<file path="src/hw/rtl/lowest_free_room_scheduler_macros.svh">
// Assertion macros shared by the lowest-free-room scheduler RTL.
`ifndef LOWEST_FREE_ROOM_SCHEDULER_MACROS_SVH
`define LOWEST_FREE_ROOM_SCHEDULER_MACROS_SVH

// Same-cycle implication, checked on every rising clock edge outside reset.
`define LFRS_ASSERT_IMP(label, ante, cons, msg) \
    label: assert property (@(posedge clk) disable iff (!rst_n) (ante) |-> (cons)) \
        else $error(msg);

// Next-cycle implication, checked on every rising clock edge outside reset.
`define LFRS_ASSERT_NXT(label, ante, cons, msg) \
    label: assert property (@(posedge clk) disable iff (!rst_n) (ante) |=> (cons)) \
        else $error(msg);

`endif

</file>
<file path="src/hw/rtl/lfrs_pkg.sv">
// Shared constants and types of the lowest-free-room scheduler.
package lfrs_pkg;

    localparam int TIME_W          = 40;
    localparam int ROOM_OUT_W      = 6;
    localparam int COUNT_W         = 20;
    localparam int CFG_W           = 7;
    localparam int DEF_MAX_ROOMS   = 64;
    localparam int DEF_TIME_BITS   = 40;

    localparam logic [COUNT_W-1:0] COUNT_MAX = '1;
    localparam logic [CFG_W-1:0]   CFG_RESET = 7'd64;

    // Control from the sequencer to the scan unit.
    typedef struct packed {
        logic start;
    } scan_ctl_t;

    // Status from the scan unit back to the sequencer.
    typedef struct packed {
        logic done;
        logic found;
    } scan_sts_t;

endpackage

</file>
<file path="src/hw/rtl/lfrs_ram.sv">
// Generic simple dual-port RAM with a registered read port.
module lfrs_ram #(
    parameter int WIDTH = 8,
    parameter int DEPTH = 64,
    parameter int AW    = (DEPTH > 1) ? $clog2(DEPTH) : 1
) (
    input  logic             clk,
    input  logic             we,
    input  logic [AW-1:0]    waddr,
    input  logic [WIDTH-1:0] wdata,
    input  logic             re,
    input  logic [AW-1:0]    raddr,
    output logic [WIDTH-1:0] rdata
);

    logic [WIDTH-1:0] mem [DEPTH];
    logic [WIDTH-1:0] rdata_reg;

    always_ff @(posedge clk)
    begin
        if (we)
        begin
            mem[waddr] <= wdata;
        end
        if (re)
        begin
            rdata_reg <= mem[raddr];
        end
    end

    assign rdata = rdata_reg;

endmodule

</file>
<file path="src/hw/rtl/lfrs_room_store.sv">
// Per-room busy-until and booking-count storage with reset-valid bits.
module lfrs_room_store #(
    parameter int MAX_ROOMS = 64,
    parameter int TIME_BITS = 40,
    parameter int RW        = (MAX_ROOMS > 1) ? $clog2(MAX_ROOMS) : 1
) (
    input  logic                        clk,
    input  logic                        rst_n,
    input  logic                        rd_en,
    input  logic [RW-1:0]               rd_addr,
    output logic [TIME_BITS-1:0]        rd_busy,
    output logic [lfrs_pkg::COUNT_W-1:0] rd_count,
    input  logic                        wr_en,
    input  logic [RW-1:0]               wr_addr,
    input  logic [TIME_BITS-1:0]        wr_busy,
    input  logic [lfrs_pkg::COUNT_W-1:0] wr_count
);
    import lfrs_pkg::*;

    logic [MAX_ROOMS-1:0] valid_reg;
    logic                 rd_valid_reg;
    logic [TIME_BITS-1:0] busy_q;
    logic [COUNT_W-1:0]   count_q;

    lfrs_ram #(.WIDTH(TIME_BITS), .DEPTH(MAX_ROOMS), .AW(RW)) u_busy_ram (
        .clk   (clk),
        .we    (wr_en),
        .waddr (wr_addr),
        .wdata (wr_busy),
        .re    (rd_en),
        .raddr (rd_addr),
        .rdata (busy_q)
    );

    lfrs_ram #(.WIDTH(COUNT_W), .DEPTH(MAX_ROOMS), .AW(RW)) u_count_ram (
        .clk   (clk),
        .we    (wr_en),
        .waddr (wr_addr),
        .wdata (wr_count),
        .re    (rd_en),
        .raddr (rd_addr),
        .rdata (count_q)
    );

    // A room never written since reset reads as free with no bookings.
    always_ff @(posedge clk or negedge rst_n)
    begin
        if (!rst_n)
        begin
            valid_reg    <= '0;
            rd_valid_reg <= 1'b0;
        end
        else
        begin
            if (wr_en)
            begin
                valid_reg[wr_addr] <= 1'b1;
            end
            if (rd_en)
            begin
                rd_valid_reg <= valid_reg[rd_addr];
            end
        end
    end

    assign rd_busy  = rd_valid_reg ? busy_q  : '0;
    assign rd_count = rd_valid_reg ? count_q : '0;

endmodule

</file>
<file path="config.mk">
export PLATFORM = sky130hd
export DESIGN_NAME = lfrs_room_store
export DESIGN_NICKNAME = d
export VERILOG_FILES = /design/src/hw/rtl/lowest_free_room_scheduler_macros.svh /design/src/hw/rtl/lfrs_pkg.sv /design/src/hw/rtl/lfrs_ram.sv /design/src/hw/rtl/lfrs_room_store.sv
export SDC_FILE = /design/constraint.sdc
export NUM_CORES = 2
export LEC_CHECK = 0
export BUFFER_PORTS_ARGS = -buffer_cell sky130_fd_sc_hd__buf_2
export CAP_MARGIN = 20
export CORE_MARGIN = 10
export CORE_UTILIZATION = 46
export DETAILED_ROUTE_END_ITERATION = 8
export SYNTH_ARGS = -nofsm -noshare
export SYNTH_HDL_FRONTEND = slang
export SYNTH_SLANG_ARGS = --single-unit
</file>
<file path="constraint.sdc">
create_clock -name clk -period 4.3 [get_ports clk]
set_input_delay 0.43 -clock clk [delete_from_list [all_inputs] [get_ports clk]]
set_output_delay 0.43 -clock clk [all_outputs]
set_load 0.005 [all_outputs]
</file>
==> impl_metrics.yaml <==
outcome:
  status: "finished with violations"
  violations: "antenna violations"
grt:
  grt_max_degree: 94
  grt_pass1_vias: 71800
  overflow: 0
  grt_pass1_wl_um: 584000
  track_usage_pct: 23.9
  antenna_found_initial: 31
drt:
  wl_per_cell_um: 37.9
  wirelength_um: 424000
  firstDrtPassIters: 6
  viasPerCell: 6.39
  drt_iter0_markers: 10200
  vias: 71500
  drcViolationCount: 0
  ant_nets: 1
die:
  ioPinCount: 136
  die_area_mm2: 0.350
  core_area_mm2: 0.325
  start_util_pct: 46.3
  die_w_um: 592
  rows: 209
  die_y_um: 592
worst_setup_path:
  cp-start-kind: "flop"
  path_cells: "and2_1, buf_2"
  cp-end-kind: "output pin"
  worstPathMaxFanout: 43
  worstSetupPathType: "reg -> out"
  cp.arrival_ps: 2750
  crit_required_ps: 3870
  max_stage_delay_ps: 1050
  crit_path_top_delay_cell: "dfrtp_4"
cts:
  htree_levels: 5
  clk_pin_slew_worst_paths_ps: 60
  numCtsBuffers: 396
  cts-root-buf: "clkbuf_16"
  cts_resized: 0
  numClockSinks: 3965
  worstSkewPairLatency_ps: 970
  cts_buffer_depth: 4
  cts_tree: "yes"
timing:
  fin_crit_ps: 3180
  min_period_over_period_pct: 73.8
  setup_ws_ps: 1120
  fmax_mhz: 315
  clock_skew_ps: 39.6
  setup_viol: 0
  timing_hold_violations_final: 0
  setup_tns_ps: 0
  rsz0062_at_grt: "false"
  max-slew-margin-rel_pct: 18.8
  slew_violations: 0
  worstMarginPinSlew_ps: 1220
yosys:
  synth.distinct_cells: 30
  netlist_top_cells_area: "edfxtp_1 78%, mux4_2 18%, dfrtp_1 1.1%"
  yosys_warnings: 0
  synth_top_area_share_pct: 77.8
  synth_cells: 5956
  synth_top_area_cell: "edfxtp_1"
  synth-async-reset-ratio_pct: 1.64
  yosysMostFrequentCell: "edfxtp_1"
  synth.cell_area_mm2: 0.150
  syn_area_per_cell_um2: 25.3
  synth-main-ff-cell: "edfxtp_1"
  synth-edff-count: 3900
  synth_nets: 6032
  ys_ff_latch: 3965
  synthTopCellsByCount: "3900 x edfxtp_1, 1209 x mux4_2, 137 x clkbuf_1, 94 x buf_2, 72 x nor2_1"
  yosysSeqAreaShare_pct: 78.9
finish:
  seq_area_mm2: 0.119
  area_delta_synth_final_pct: 14.4
  drive_above_1_share_pct: 35.0
  final_cells: 11200
  fin_nets: 6590
  fin_util_pct: 53.0
  multi_input_area_mm2: 0.0307
  largest_reg_flops: 2560
  nFillCells: 24500
placed_design:
  gp_congestion: 0.765
  dp_slack_ps: 902
  numPortBuffers: 135
  place_hpwl_um: 217000
  dp_cells: 10400
power:
  power_density_mw_per_mm2: 467
  ir_drop_v: 0.000364
  p_leak_uw: 0.0539
flow_run:
  cap_violations: 0
worst_hold_path:
  hold_class: "in -> reg"
==> through the flow <==
stage / power [µW] / cell area, µm² / hold WS (ps)
floorplan: 46100 / 150000 / 134
global placement: 47800 / 160000 / 445
detailed placement: 47900 / 160000 / 451
CTS: 81000 / 172000 / 67.4
global route: 82800 / 172000 / 26.1
finish: 80500 / 172000 / 16.2
==> what timing repair did <==
action / in CTS / in global routing
setup buffers: 0 / 0
hold buffers: 1 / 0
hold endpoints to repair: 65 / 0
==> metal layers <==
metal  up-vias  global-route usage (%)  wire length (µm)
met2      3846                    38.0            203000
li1      27100                       -                 -
met5         -                       0                89
met4        14                    6.74             13200
met1     39900                    34.3            169000
met3       707                    4.24             38200
==> where the power goes <==
group	leakage (µW)	internal [µW]	total, µW	switching [µW]
combinational	0.0118	1730	3910	2170
clock	0.00609	18900	33400	14500
sequential	0.0360	42900	43200	238
total	0.0539	63500	80500	16900
==> worst paths after layout <==
check | slack (ps) | endpoint | cells past startpoint | startpoint
setup reg to reg | 2100 | u_busy_ram.rdata[4]$_DFFE_PP_ | 5 | u_busy_ram.mem[37][4]$_DFFE_PP_
hold / removal | 20 | u_busy_ram.mem[23][14]$_DFFE_PP_ | 1 | wr_busy[14]
setup / recovery | 1120 | rd_busy[25] | 2 | rd_valid_reg$_DFFE_PN0P_
max in group asynchronous | 3390 | rd_valid_reg$_DFFE_PN0P_ | 3 | rst_n
hold reg to reg | 470 | valid_reg[40]$_DFFE_PN0P_ | 1 | valid_reg[40]$_DFFE_PN0P_
min in group asynchronous | 260 | valid_reg[10]$_DFFE_PN0P_ | 3 | rst_n
==> cell usage in the layout, fill, tap and decap left out, drive strengths merged, types with 2 or more instances in the layout <==
cell         n
clkinv     175
or2         65
or3b         2
o21ai       27
nand2       65
mux2i       47
and2        61
clkbuf     497
o22ai        6
clkinvlp    10
a31oi        2
buf        471
a311oi       2
dfrtp       65
inv         19
edfxtp    3900
diode       23
bufinv      26
a22oi       64
nand2b       3
mux2        27
nor2b        7
nand3       10
nor2        72
nand3b       3
mux4      1209
==> final cells by class <==
class,instances,area share (%)
antenna,23,0.0334
clock buffer,497,6.12
clock inverter,228,1.10
inverter,2,0.00436
multi-input combinational,1677,17.8
sequential,3965,69.0
tap,4325,3.14
timing repair buffer,472,2.82
==> worst max-delay path, delay by kind of cell, from the launching register on <==
family        cells  cell delay, ps
simple gates      1             500
buf+inv           1             200
flops             1            1050
==> logic make-up after synthesis <==
family,count (synthesis),synth area share (%)
DFF,3965,78.9
muxes,1283,18.6
buffers and inverters,314,1.01
and+or+nand+nor,290,0.976
AOI/OAI and AO/OA,104,0.469
(Power assumes the default switching activity.)
