--- config.mk ---
export PLATFORM = sky130hd
export DESIGN_NAME = lfrs_scan
export DESIGN_NICKNAME = d
export VERILOG_FILES = /design/src/hw/rtl/lfrs_pkg.sv /design/src/hw/rtl/lfrs_scan.sv
export VERILOG_INCLUDE_DIRS = /design/src /design/src/hw/rtl
export SDC_FILE = /design/constraint.sdc
export NUM_CORES = 1
export LEC_CHECK = 0
export BUFFER_PORTS_ARGS = -buffer_cell sky130_fd_sc_hd__buf_2
export CORE_ASPECT_RATIO = 0.9
export CORE_MARGIN = 1.5
export CORE_UTILIZATION = 41
export CTS_BUF_LIST = sky130_fd_sc_hd__clkbuf_8
export CTS_CLUSTER_DIAMETER = 120
export DETAILED_ROUTE_END_ITERATION = 6
export PLACE_DENSITY_LB_ADDON = 0.3
export SLEW_MARGIN = 25
export SYNTH_ARGS = -nofsm -noshare
export SYNTH_HDL_FRONTEND = slang
export SYNTH_SLANG_ARGS = --single-unit
--- constraint.sdc ---
create_clock -name clk -period 6.5 [get_ports clk]
set_input_delay 1.3 -clock clk [delete_from_list [all_inputs] [get_ports clk]]
set_output_delay 1.3 -clock clk [all_outputs]
set_load 0.01 [all_outputs]
--- src/hw/rtl/lowest_free_room_scheduler_macros.svh ---
// Assertion macros shared by the lowest-free-room scheduler RTL.
`ifndef LOWEST_FREE_ROOM_SCHEDULER_MACROS_SVH
`define LOWEST_FREE_ROOM_SCHEDULER_MACROS_SVH

// Same-cycle implication, checked on every rising clock edge outside reset.
`define LFRS_ASSERT_IMP(label, ante, cons, msg) \
    label: assert property (@(posedge clk) disable iff (!rst_n) (ante) |-> (cons)) \
        else $error(msg);

// Next-cycle implication, checked on every rising clock edge outside reset.
`define LFRS_ASSERT_NXT(label, ante, cons, msg) \
    label: assert property (@(posedge clk) disable iff (!rst_n) (ante) |=> (cons)) \
        else $error(msg);

`endif

--- src/hw/rtl/lfrs_pkg.sv ---
// Shared constants and types of the lowest-free-room scheduler.
package lfrs_pkg;

    localparam int TIME_W          = 40;
    localparam int ROOM_OUT_W      = 6;
    localparam int COUNT_W         = 20;
    localparam int CFG_W           = 7;
    localparam int DEF_MAX_ROOMS   = 64;
    localparam int DEF_TIME_BITS   = 40;

    localparam logic [COUNT_W-1:0] COUNT_MAX = '1;
    localparam logic [CFG_W-1:0]   CFG_RESET = 7'd64;

    // Control from the sequencer to the scan unit.
    typedef struct packed {
        logic start;
    } scan_ctl_t;

    // Status from the scan unit back to the sequencer.
    typedef struct packed {
        logic done;
        logic found;
    } scan_sts_t;

endpackage

--- src/hw/rtl/lfrs_scan.sv ---
// Room scan unit: walks the rooms one per cycle and tracks both candidates.
module lfrs_scan #(
    parameter int MAX_ROOMS = 64,
    parameter int TIME_BITS = 40,
    parameter int RW        = (MAX_ROOMS > 1) ? $clog2(MAX_ROOMS) : 1
) (
    input  logic                         clk,
    input  logic                         rst_n,
    input  lfrs_pkg::scan_ctl_t          ctl,
    output lfrs_pkg::scan_sts_t          sts,
    input  logic [RW-1:0]                last_idx,
    input  logic [TIME_BITS-1:0]         start_time,
    output logic                         rd_en,
    output logic [RW-1:0]                rd_addr,
    input  logic [TIME_BITS-1:0]         rd_busy,
    input  logic [lfrs_pkg::COUNT_W-1:0] rd_count,
    output logic [RW-1:0]                found_room,
    output logic [lfrs_pkg::COUNT_W-1:0] found_count,
    output logic [RW-1:0]                early_room,
    output logic [TIME_BITS-1:0]         early_time,
    output logic [lfrs_pkg::COUNT_W-1:0] early_count
);
    `include "lowest_free_room_scheduler_macros.svh"
    import lfrs_pkg::*;

    logic                 issue_reg;
    logic [RW-1:0]        iss_idx_reg;
    logic                 d_valid_reg;
    logic [RW-1:0]        d_idx_reg;
    logic                 found_reg;
    logic [RW-1:0]        found_room_reg;
    logic [COUNT_W-1:0]   found_count_reg;
    logic [RW-1:0]        early_room_reg;
    logic [TIME_BITS-1:0] early_time_reg;
    logic [COUNT_W-1:0]   early_count_reg;

    // Address issue side: one read per cycle from room zero up to the last room.
    always_ff @(posedge clk or negedge rst_n)
    begin
        if (!rst_n)
        begin
            issue_reg   <= 1'b0;
            iss_idx_reg <= '0;
            d_valid_reg <= 1'b0;
            d_idx_reg   <= '0;
        end
        else
        begin
            d_valid_reg <= issue_reg;
            d_idx_reg   <= iss_idx_reg;
            if (ctl.start)
            begin
                issue_reg   <= 1'b1;
                iss_idx_reg <= '0;
            end
            else if (issue_reg)
            begin
                if (iss_idx_reg == last_idx)
                begin
                    issue_reg <= 1'b0;
                end
                else
                begin
                    iss_idx_reg <= iss_idx_reg + 1'b1;
                end
            end
        end
    end

    // Data side: first free room wins, earliest release kept with strict compare.
    always_ff @(posedge clk or negedge rst_n)
    begin
        if (!rst_n)
        begin
            found_reg <= 1'b0;
        end
        else if (ctl.start)
        begin
            found_reg <= 1'b0;
        end
        else if (d_valid_reg && !found_reg && (rd_busy <= start_time))
        begin
            found_reg <= 1'b1;
        end
    end

    always_ff @(posedge clk)
    begin
        if (d_valid_reg)
        begin
            if (!found_reg && (rd_busy <= start_time))
            begin
                found_room_reg  <= d_idx_reg;
                found_count_reg <= rd_count;
            end
            if ((d_idx_reg == '0) || (rd_busy < early_time_reg))
            begin
                early_room_reg  <= d_idx_reg;
                early_time_reg  <= rd_busy;
                early_count_reg <= rd_count;
            end
        end
    end

    assign rd_en       = issue_reg;
    assign rd_addr     = iss_idx_reg;
    assign sts.done    = d_valid_reg && (d_idx_reg == last_idx);
    assign sts.found   = found_reg;
    assign found_room  = found_room_reg;
    assign found_count = found_count_reg;
    assign early_room  = early_room_reg;
    assign early_time  = early_time_reg;
    assign early_count = early_count_reg;

    `LFRS_ASSERT_IMP(a_scan_idx_range, d_valid_reg, d_idx_reg <= last_idx,
        "scan data index beyond the last active room")
    `LFRS_ASSERT_NXT(a_scan_restart, ctl.start, issue_reg && (iss_idx_reg == '0) && !found_reg,
        "scan did not restart from room zero")
    `LFRS_ASSERT_IMP(a_scan_done_idle, sts.done, !issue_reg,
        "scan reported done while reads were still issuing")

endmodule

==> results.json, run 1 <==
{
  "p_total_w": 0.00177,
  "final_hold_viol_count": 0,
  "clkLatencyLatePin_ps": 390,
  "worstPathArrival_ps": 3890,
  "r2r_end": "early_room[1]",
  "clock-sinks": 107,
  "status": "finished, final reports clean",
  "placementRows": 39,
  "tightest_slew_ps": 969,
  "postRouteAntennaNets": 0,
  "async_reset_ff_frac": 0.140,
  "final.min_clock_period_ps": 3870,
  "crit_required_ps": 6520,
  "maxCapViolations": 0,
  "syn2layout_area_growth_pct": 27.0,
  "largest_reg_flops": 40,
  "crit_family": "compound AO/OA/AOI/OAI gates",
  "ff2ff_path_depth": 8,
  "grt_pass1_vias": 4033,
  "drc": 0,
  "drv_slew": 0,
  "crit_path_start": "rd_busy[25]",
  "vdd_drop_max_uv": 129,
  "drive_gt1_frac": 0.354,
  "hold_class": "flip-flop to flip-flop",
  "die_h_um": 112,
  "tritoncts": "done",
  "firstDrtPassIters": 6,
  "slowest_stage": "o211a_4",
  "ctsResizeCount": 0,
  "initial_core_util": 0.425,
  "holdPathStages": 0,
  "cp_max_fo": 66,
  "r2r-start": "early_time[25]",
  "nets": 837,
  "clk_pin_slew_ps": 110,
  "drt-initial-drc-count": 219,
  "grt-ovfl-total": 0,
  "max_stage_delay_ps": 900,
  "final_cell_mix": "buf_2, edfxtp_1, inv_1, ha_1, a21oi_1",
  "final_common_cell": "buf_2",
  "die_w_um": 125,
  "port_buffers": 209,
  "hold_buffers": 0,
  "power.leakage_nw": 3.49,
  "synth_edf_count": 92,
  "diodes": 0,
  "crit_chain": "buf_2 > ha_1 > a21o_1 > a21o_1 > a21oi_1 > o211ai_1 > a221oi_1 > o211a_4",
  "pin_count": 210,
  "die_area_mm2": 0.0140,
  "powerDensity_mw_per_mm2": 255,
  "hpwl_um": 10500,
  "clock-root-buffer": "clkbuf_8",
  "gp_congestion": 0.872,
  "critical_path_depth": 8,
  "cp-end-kind": "flip-flop",
  "post-route-period-util": 0.596,
  "ys_seq_area_frac": 0.575,
  "ys_seq_elements": 107,
  "fin_tns_setup_ps": 0,
  "post_cts_buffers": 0,
  "yosys.cell_types.count": 39,
  "netlist_area_mm2": 0.00546,
  "cp_num_buf_inv": 1,
  "syn_nets": 618,
  "vias": 4155,
  "routed_via_density": 5.09,
  "syn_avg_cell_area_um2": 12.7,
  "grt_max_degree": 67,
  "report.final.setup_viol": 0,
  "max_freq_mhz": 258,
  "wl_per_cell_um": 16.0,
  "yosys_warnings": 0,
  "rsz0062_at_grt": "false",
  "slew_headroom": 0.354,
  "grt_pass1_wl_um": 20200,
  "synthCells": 429,
  "worst_path_most_repeated_cell": "a21o_1",
  "r2r_setup_slack_ps": 3270,
  "path_class": "primary input to flip-flop",
  "start_kind": "primary input",
  "core-area_mm2": 0.0128,
  "wirelength_um": 13100,
  "cts_made_buffers": 9,
  "synth_ff_type": "edfxtp_1",
  "antenna_found_initial": 0,
  "crit_end": "early_room[1]",
  "cts_buffer_depth": 2,
  "finClkSkew_ps": 11.0,
  "grt_use_total": 0.184,
  "htree_levels": 3
}
[worst min-delay path by stage]
stage                from     endpoint  slack [ps]
global placement    rd_en  d_valid_reg         390
finish              rd_en  d_valid_reg         420
CTS                 rd_en  d_valid_reg         420
detailed placement  rd_en  d_valid_reg         400
global route        rd_en  d_valid_reg         440
floorplan           rd_en  d_valid_reg         430
[routing by layer]
layer | track usage | wire length [µm] | vias to the layer above
met3 | 0.0553 | 1090 | 20
li1 | - | - | 2002
met5 | 0 | 0 | -
met4 | 0.0552 | 158 | 0
met1 | 0.237 | 5640 | 1957
met2 | 0.303 | 6160 | 176
[metrics by stage]
stage / cells / hold WS (ps) / setup slack (ps) / utilization / instance area (µm²)
3_3_place_gp: 801 / 394 / 2310 / 0.524 / 6720
5_1_grt: 817 / 436 / 2560 / 0.540 / 6930
3_5_place_dp: 801 / 396 / 2300 / 0.524 / 6720
2_1_floorplan: 429 / 435 / 2230 / - / 5460
4_1_cts: 817 / 422 / 2730 / 0.540 / 6930
6_report: 817 / 416 / 2630 / 0.540 / 6930
[where the power goes]
| group | total [W] | internal (W) | switching (W) |
|---|---|---|---|
| sequential | 0.000918 | 0.000874 | 0.0000439 |
| clock | 0.000415 | 0.000153 | 0.000262 |
| combinational | 0.000436 | 0.000176 | 0.000261 |
| total | 0.00177 | 0.00120 | 0.000567 |
[cell type report]
cell class	count	area, µm²
fillers	1117	5900
flip-flops and latches	107	3140
multi-input cells	239	2020
repair buffers	210	1050
inverters	81	304
well taps	164	205
clock buffers	9	124
clock inverters	7	85.1
[synth_stat cells, types with 2 or more instances]
cell	n	area, µm²
a211oi_1	4	30.0
a21boi_0	2	15.0
a21o_1	13	97.6
a21oi_1	23	115
a221oi_1	2	17.5
a22o_1	2	17.5
a31oi_1	2	12.5
dfrtp_1	15	375
edfxtp_1	92	2760
ha_1	80	1000
inv_1	81	304
nand2_1	11	41.3
nand3_1	9	45.0
nand4_1	20	125
nor2_1	16	60.1
nor2b_1	2	12.5
nor3_1	4	20.0
nor4_1	5	31.3
o211ai_1	2	15.0
o21a_1	2	15.0
o21ai_0	8	40.0
o311ai_0	2	17.5
xnor2_1	8	70.1
xor2_1	9	78.8
[logic make-up after synthesis]
group,Yosys count,share of synthesized area
AND/OR/NAND/NOR,73,0.0711
XOR/XNOR,17,0.0273
AO/OA/AOI/OAI,68,0.0839
adder cells (fa/ha/maj),80,0.183
multiplexers,1,0.00183
buffers and inverters,83,0.0578
flip-flops,107,0.575
(Power assumes the default switching activity.)
==> run 2: changes to the inputs <==
==> constraint.sdc (replaced) <==
create_clock -name clk -period 3.35 [get_ports clk]
set_input_delay 0.67 -clock clk [delete_from_list [all_inputs] [get_ports clk]]
set_output_delay 0.67 -clock clk [all_outputs]
set_load 0.01 [all_outputs]
==> run 2 against run 1 <==
Critical path depth rose by 1. Worst hold slack got worse by 230 ps. Via count fell by 1.3%. Global-route usage rose by 0.53 points. Routed wire length rose by 0.28%. Clock power rose by 82%. Sequential power rose by 94%. Register-to-register slack got worse by 2700 ps. Cell count rose by 0.49%. Die area did not move. First-iteration DRC count fell by 15%. Critical endpoint is now early_time[21]. Largest power group unchanged.
==> results.json, run 2 (synthesis gave the netlist of run 1 again) <==
{
  "status": "finished, final reports clean",
  "grt_use_total": 0.190,
  "die_w_um": 125,
  "max_freq_mhz": 358,
  "ff2ff_path_depth": 9,
  "nets": 841,
  "postRouteAntennaNets": 0,
  "clkLatencyLatePin_ps": 370,
  "hold_class": "primary input to async pin",
  "worstPathArrival_ps": 2840,
  "grt_pass1_vias": 4341,
  "clk_pin_slew_ps": 110,
  "finClkSkew_ps": 9.41,
  "wl_per_cell_um": 15.9,
  "port_buffers": 209,
  "syn2layout_area_growth_pct": 27.5,
  "post-route-period-util": 0.834,
  "cts_made_buffers": 9,
  "grt_max_degree": 41,
  "initial_core_util": 0.425,
  "intPower_w": 0.00234,
  "r2r-start": "early_time[25]",
  "drv_slew": 0,
  "antenna_found_initial": 0,
  "clock-root-buffer": "clkbuf_8",
  "cp-end-kind": "flip-flop",
  "gp_congestion": 0.821,
  "powerDensity_mw_per_mm2": 489,
  "final_hold_viol_count": 0,
  "die_h_um": 112,
  "placementRows": 39,
  "tightest_slew_ps": 476,
  "report.final.setup_viol": 0,
  "ctsResizeCount": 0,
  "start_kind": "primary input",
  "power.switching_w": 0.00107,
  "htree_levels": 3,
  "cts_buffer_depth": 2,
  "grt_pass1_wl_um": 21100,
  "pwr-share-clk": 0.222,
  "post_cts_buffers": 0,
  "drc": 0,
  "vias": 4099,
  "slew_headroom": 0.683,
  "pin_count": 210,
  "routed_via_density": 4.99,
  "diodes": 0,
  "power.leakage_nw": 3.51,
  "r2r_setup_slack_ps": 590,
  "final.min_clock_period_ps": 2790,
  "grt-ovfl-total": 0,
  "clock-sinks": 107,
  "maxCapViolations": 0,
  "rsz0062_at_grt": "false",
  "final_cell_mix": "buf_2, edfxtp_1, inv_1, ha_1, a21oi_1",
  "largest_reg_flops": 40,
  "pwr-share-seq": 0.522,
  "final_common_cell": "buf_2",
  "drive_gt1_frac": 0.356,
  "die_area_mm2": 0.0140,
  "hold_buffers": 0,
  "vdd_drop_max_uv": 251,
  "r2r_end": "early_time[21]",
  "p_comb_frac": 0.256,
  "hpwl_um": 10400,
  "crit_required_ps": 3390,
  "fin_tns_setup_ps": 0,
  "firstDrtPassIters": 4,
  "core-area_mm2": 0.0128,
  "post-route-util": 0.542,
  "tritoncts": "done",
  "drt-initial-drc-count": 186,
  "cp_max_fo": 26,
  "wirelength_um": 13100,
  "swShare": 0.314,
  "path_class": "primary input to flip-flop"
}
-- run 2: changes by cell type in the layout (fill, tap and decap cells not counted) --
cell and change:
buf_12 +2, buf_4 +2, clkinv_4 -2, clkinv_2 +1
clkinv_1 +1, clkinv_8 -2, inv_6 +2
-- run 2: worst max-delay path by stage --
stage / from / endpoint / slack [ps] / depth (start not counted)
after global placement: start_time[38] / found_count[14] / 220 / 11
after detailed placement: rd_busy[25] / early_time[17] / 180 / 9
after CTS: rd_busy[25] / early_time[1] / 600 / 9
after floorplan: rd_busy[25] / early_count[0] / 130 / 7
after global routing: start_time[38] / found_room[1] / 440 / 11
final: rd_busy[25] / early_time[21] / 560 / 9
-- run 2: final cells by class --
type	count	area (µm²)
clock buffer	9	124
clock inverter	7	61.3
fill	1151	5870
inverter	81	304
multi-input combinational	239	2020
sequential	107	3140
tap	164	205
timing repair buffer	214	1110
-- run 2: routing by layer --
layer / share of wire / vias to the layer above / GRT usage / wire length [µm]
met2: 0.48 / 146 / 0.319 / 6300
met3: 0.065 / 27 / 0.0472 / 852
met1: 0.43 / 1917 / 0.234 / 5630
met4: 0.024 / 0 / 0.0789 / 308
li1: - / 2009 / - / -
met5: 0 / - / 0 / 0
-- run 2: through the flow --
stage	power, W	worst slack [ps]	area (µm²)	std cells	hold slack (ps)
2_1_floorplan	0.00226	129	5470	429	374
6_report	0.00340	557	6960	821	183
3_3_place_gp	0.00266	216	6780	805	395
4_1_cts	0.00345	596	6960	821	165
3_5_place_dp	0.00269	185	6780	805	415
5_1_grt	0.00360	443	6960	821	184
-- run 2: power groups by stage --
stage | sequential, W | combinational (W) | clock [W]
final | 0.00178 | 0.000871 | 0.000757
after global placement | 0.00180 | 0.000859 | 0
after detailed placement | 0.00181 | 0.000879 | 0
after global routing | 0.00180 | 0.000975 | 0.000828
after CTS | 0.00178 | 0.000883 | 0.000790
after floorplan | 0.00190 | 0.000363 | 0
-- run 2: critical path: stages --
cell and delay [ps]:
buf_2 120, ha_1 320, a21o_1 180, a21o_1 160
a21oi_1 170, o211ai_1 100, a221oi_1 480, o211a_4 260
buf_4 350
==> run 3: changes to the inputs <==
==> constraint.sdc (replaced) <==
create_clock -name clk -period 2.85 [get_ports clk]
set_input_delay 0.57 -clock clk [delete_from_list [all_inputs] [get_ports clk]]
set_output_delay 0.57 -clock clk [all_outputs]
set_load 0.01 [all_outputs]
==> run 3 against run 2 <==
Non-clock buffer count grew 8. Final area up 5.0%. Worst hold slack got worse by 110 ps. Cell count up 0.97%. Register-to-register slack lost 260 ps. Sequential share of layout area down 2.2 points. Core utilization up 2.7 points. Die area stayed put. Clock-buffer cell count stayed put. Power is 21% higher. Highest routed layer is now met5.
==> results.json, run 3 (synthesis gave the netlist of run 1 again) <==
{
  "pin_count": 210,
  "hpwl_um": 10800,
  "hold_buffers": 0,
  "grt-ovfl-total": 0,
  "maxCapViolations": 0,
  "gp_congestion": 0.898,
  "dp_slack_ps": -153,
  "fin_ws_ps": 246,
  "nets": 849,
  "port_buffers": 209,
  "grtUsageMet3": 0.0653,
  "p_comb_frac": 0.266,
  "worstPathArrival_ps": 2710,
  "use_met1": 0.248,
  "top_usage_layer": "met2",
  "antenna_found_initial": 2,
  "power.switching_w": 0.00131,
  "tightest_slew_ps": 440,
  "drv_slew": 0,
  "ctsResizeCount": 0,
  "start_kind": "primary input",
  "cts_made_buffers": 9,
  "final.min_clock_period_ps": 2600,
  "slowest_stage": "nor4_1",
  "crit_family": "compound AO/OA/AOI/OAI gates",
  "final_common_cell": "buf_2",
  "core-area_mm2": 0.0128,
  "tritoncts": "done",
  "final_cell_mix": "buf_2, edfxtp_1, inv_1, ha_1, a21oi_1",
  "grt_use_total": 0.194,
  "clock-root-buffer": "clkbuf_8",
  "postRouteAntennaNets": 0,
  "clock-sinks": 107,
  "die_area_mm2": 0.0140,
  "grt_pass1_wl_um": 21300,
  "wirelength_um": 13200,
  "die_w_um": 125,
  "placementRows": 39,
  "final_hold_viol_count": 0,
  "dp_cells": 813,
  "die_h_um": 112,
  "max_freq_mhz": 384,
  "syn2layout_area_growth_pct": 33.9,
  "status": "finished, final reports clean",
  "pwr-share-seq": 0.507,
  "routed_via_density": 4.95,
  "pwr-share-clk": 0.227,
  "grt_pass1_vias": 4131,
  "largest_reg_flops": 40,
  "swShare": 0.317,
  "htree_levels": 3,
  "max_stage_delay_ps": 380,
  "cp_num_buf_inv": 4,
  "finClkSkew_ps": 8.07,
  "vias": 4103,
  "clk_pin_slew_ps": 110,
  "drive_gt1_frac": 0.418,
  "rsz0062_at_grt": "false",
  "grt_max_degree": 27,
  "cp-end-kind": "flip-flop",
  "firstDrtPassIters": 4,
  "drt-initial-drc-count": 195,
  "clkLatencyLatePin_ps": 390,
  "powerDensity_mw_per_mm2": 563,
  "drc": 0,
  "report.final.setup_viol": 0,
  "cts_buffer_depth": 2,
  "post_cts_buffers": 0,
  "diodes": 0,
  "intPower_w": 0.00281,
  "crit_required_ps": 2950,
  "cp_max_fo": 26,
  "slew_headroom": 0.704,
  "crit_chain": "buf_2 > inv_1 > ha_1 > a21oi_1 > nand2_1 > a22o_1 > nor4_1 > buf_4 > nand3_1 > a211oi_4 > buf_12",
  "grt_util_met2": 0.322,
  "vdd_drop_max_uv": 290,
  "wl_per_cell_um": 15.9,
  "initial_core_util": 0.425,
  "power.leakage_nw": 3.58,
  "hold_class": "primary input to async pin",
  "path_class": "primary input to flip-flop",
  "post-route-period-util": 0.914,
  "fin_cells": 829
}
-- run 3: cell count changes in the layout (fill, tap and decap cells not counted), sizes merged --
cell / change
buf: +8
clkinv: +2
inv: -1
clkinvlp: -1
-- run 3: final cells by class --
type	instances	area [µm²]
fillers	1097	5520
clock inverters	7	83.8
flip-flops and latches	107	3140
multi-input cells	239	2260
repair buffers	222	1190
inverters	81	309
clock buffers	9	124
well taps	164	205
-- run 3: through the flow --
step | utilization | hold WS (ps) | instance area, µm² | total power [W] | TNS [ps]
after floorplan | - | 274 | 5720 | 0.00268 | -2650
after global placement | 0.554 | 420 | 7100 | 0.00320 | -3160
after detailed placement | 0.554 | 420 | 7100 | 0.00324 | -3930
after CTS | 0.570 | 55.1 | 7310 | 0.00418 | 0
after global routing | 0.570 | 62.3 | 7310 | 0.00437 | 0
final | 0.570 | 70.0 | 7310 | 0.00412 | 0
-- run 3: final timing paths --
path                                start              end  slack (ps)  cells past startpoint
max                        start_time[38]  found_count[11]         250                     11
min                                 rst_n     d_idx_reg[1]          70                      1
max reg2reg                early_time[25]    early_room[3]         330                     10
min reg2reg                         rd_en      d_valid_reg         440                      0
max in group asynchronous           rst_n     d_idx_reg[0]        2520                      1
min in group clk              rd_count[2]   found_count[2]         360                      1
-- run 3: power by group through the flow --
stage	clock [W]	sequential, W	combinational, W
5_1_grt	0.00103	0.00211	0.00123
2_1_floorplan	0	0.00223	0.000454
3_5_place_dp	0	0.00213	0.00111
3_3_place_gp	0	0.00212	0.00108
6_report	0.000936	0.00209	0.00110
4_1_cts	0.000975	0.00209	0.00112
-- run 3: metal layers --
metal | vias up | share of wire
met4 | 2 | 0.0081
met2 | 157 | 0.48
met5 | - | 0.00076
li1 | 2027 | -
met3 | 11 | 0.085
met1 | 1906 | 0.43
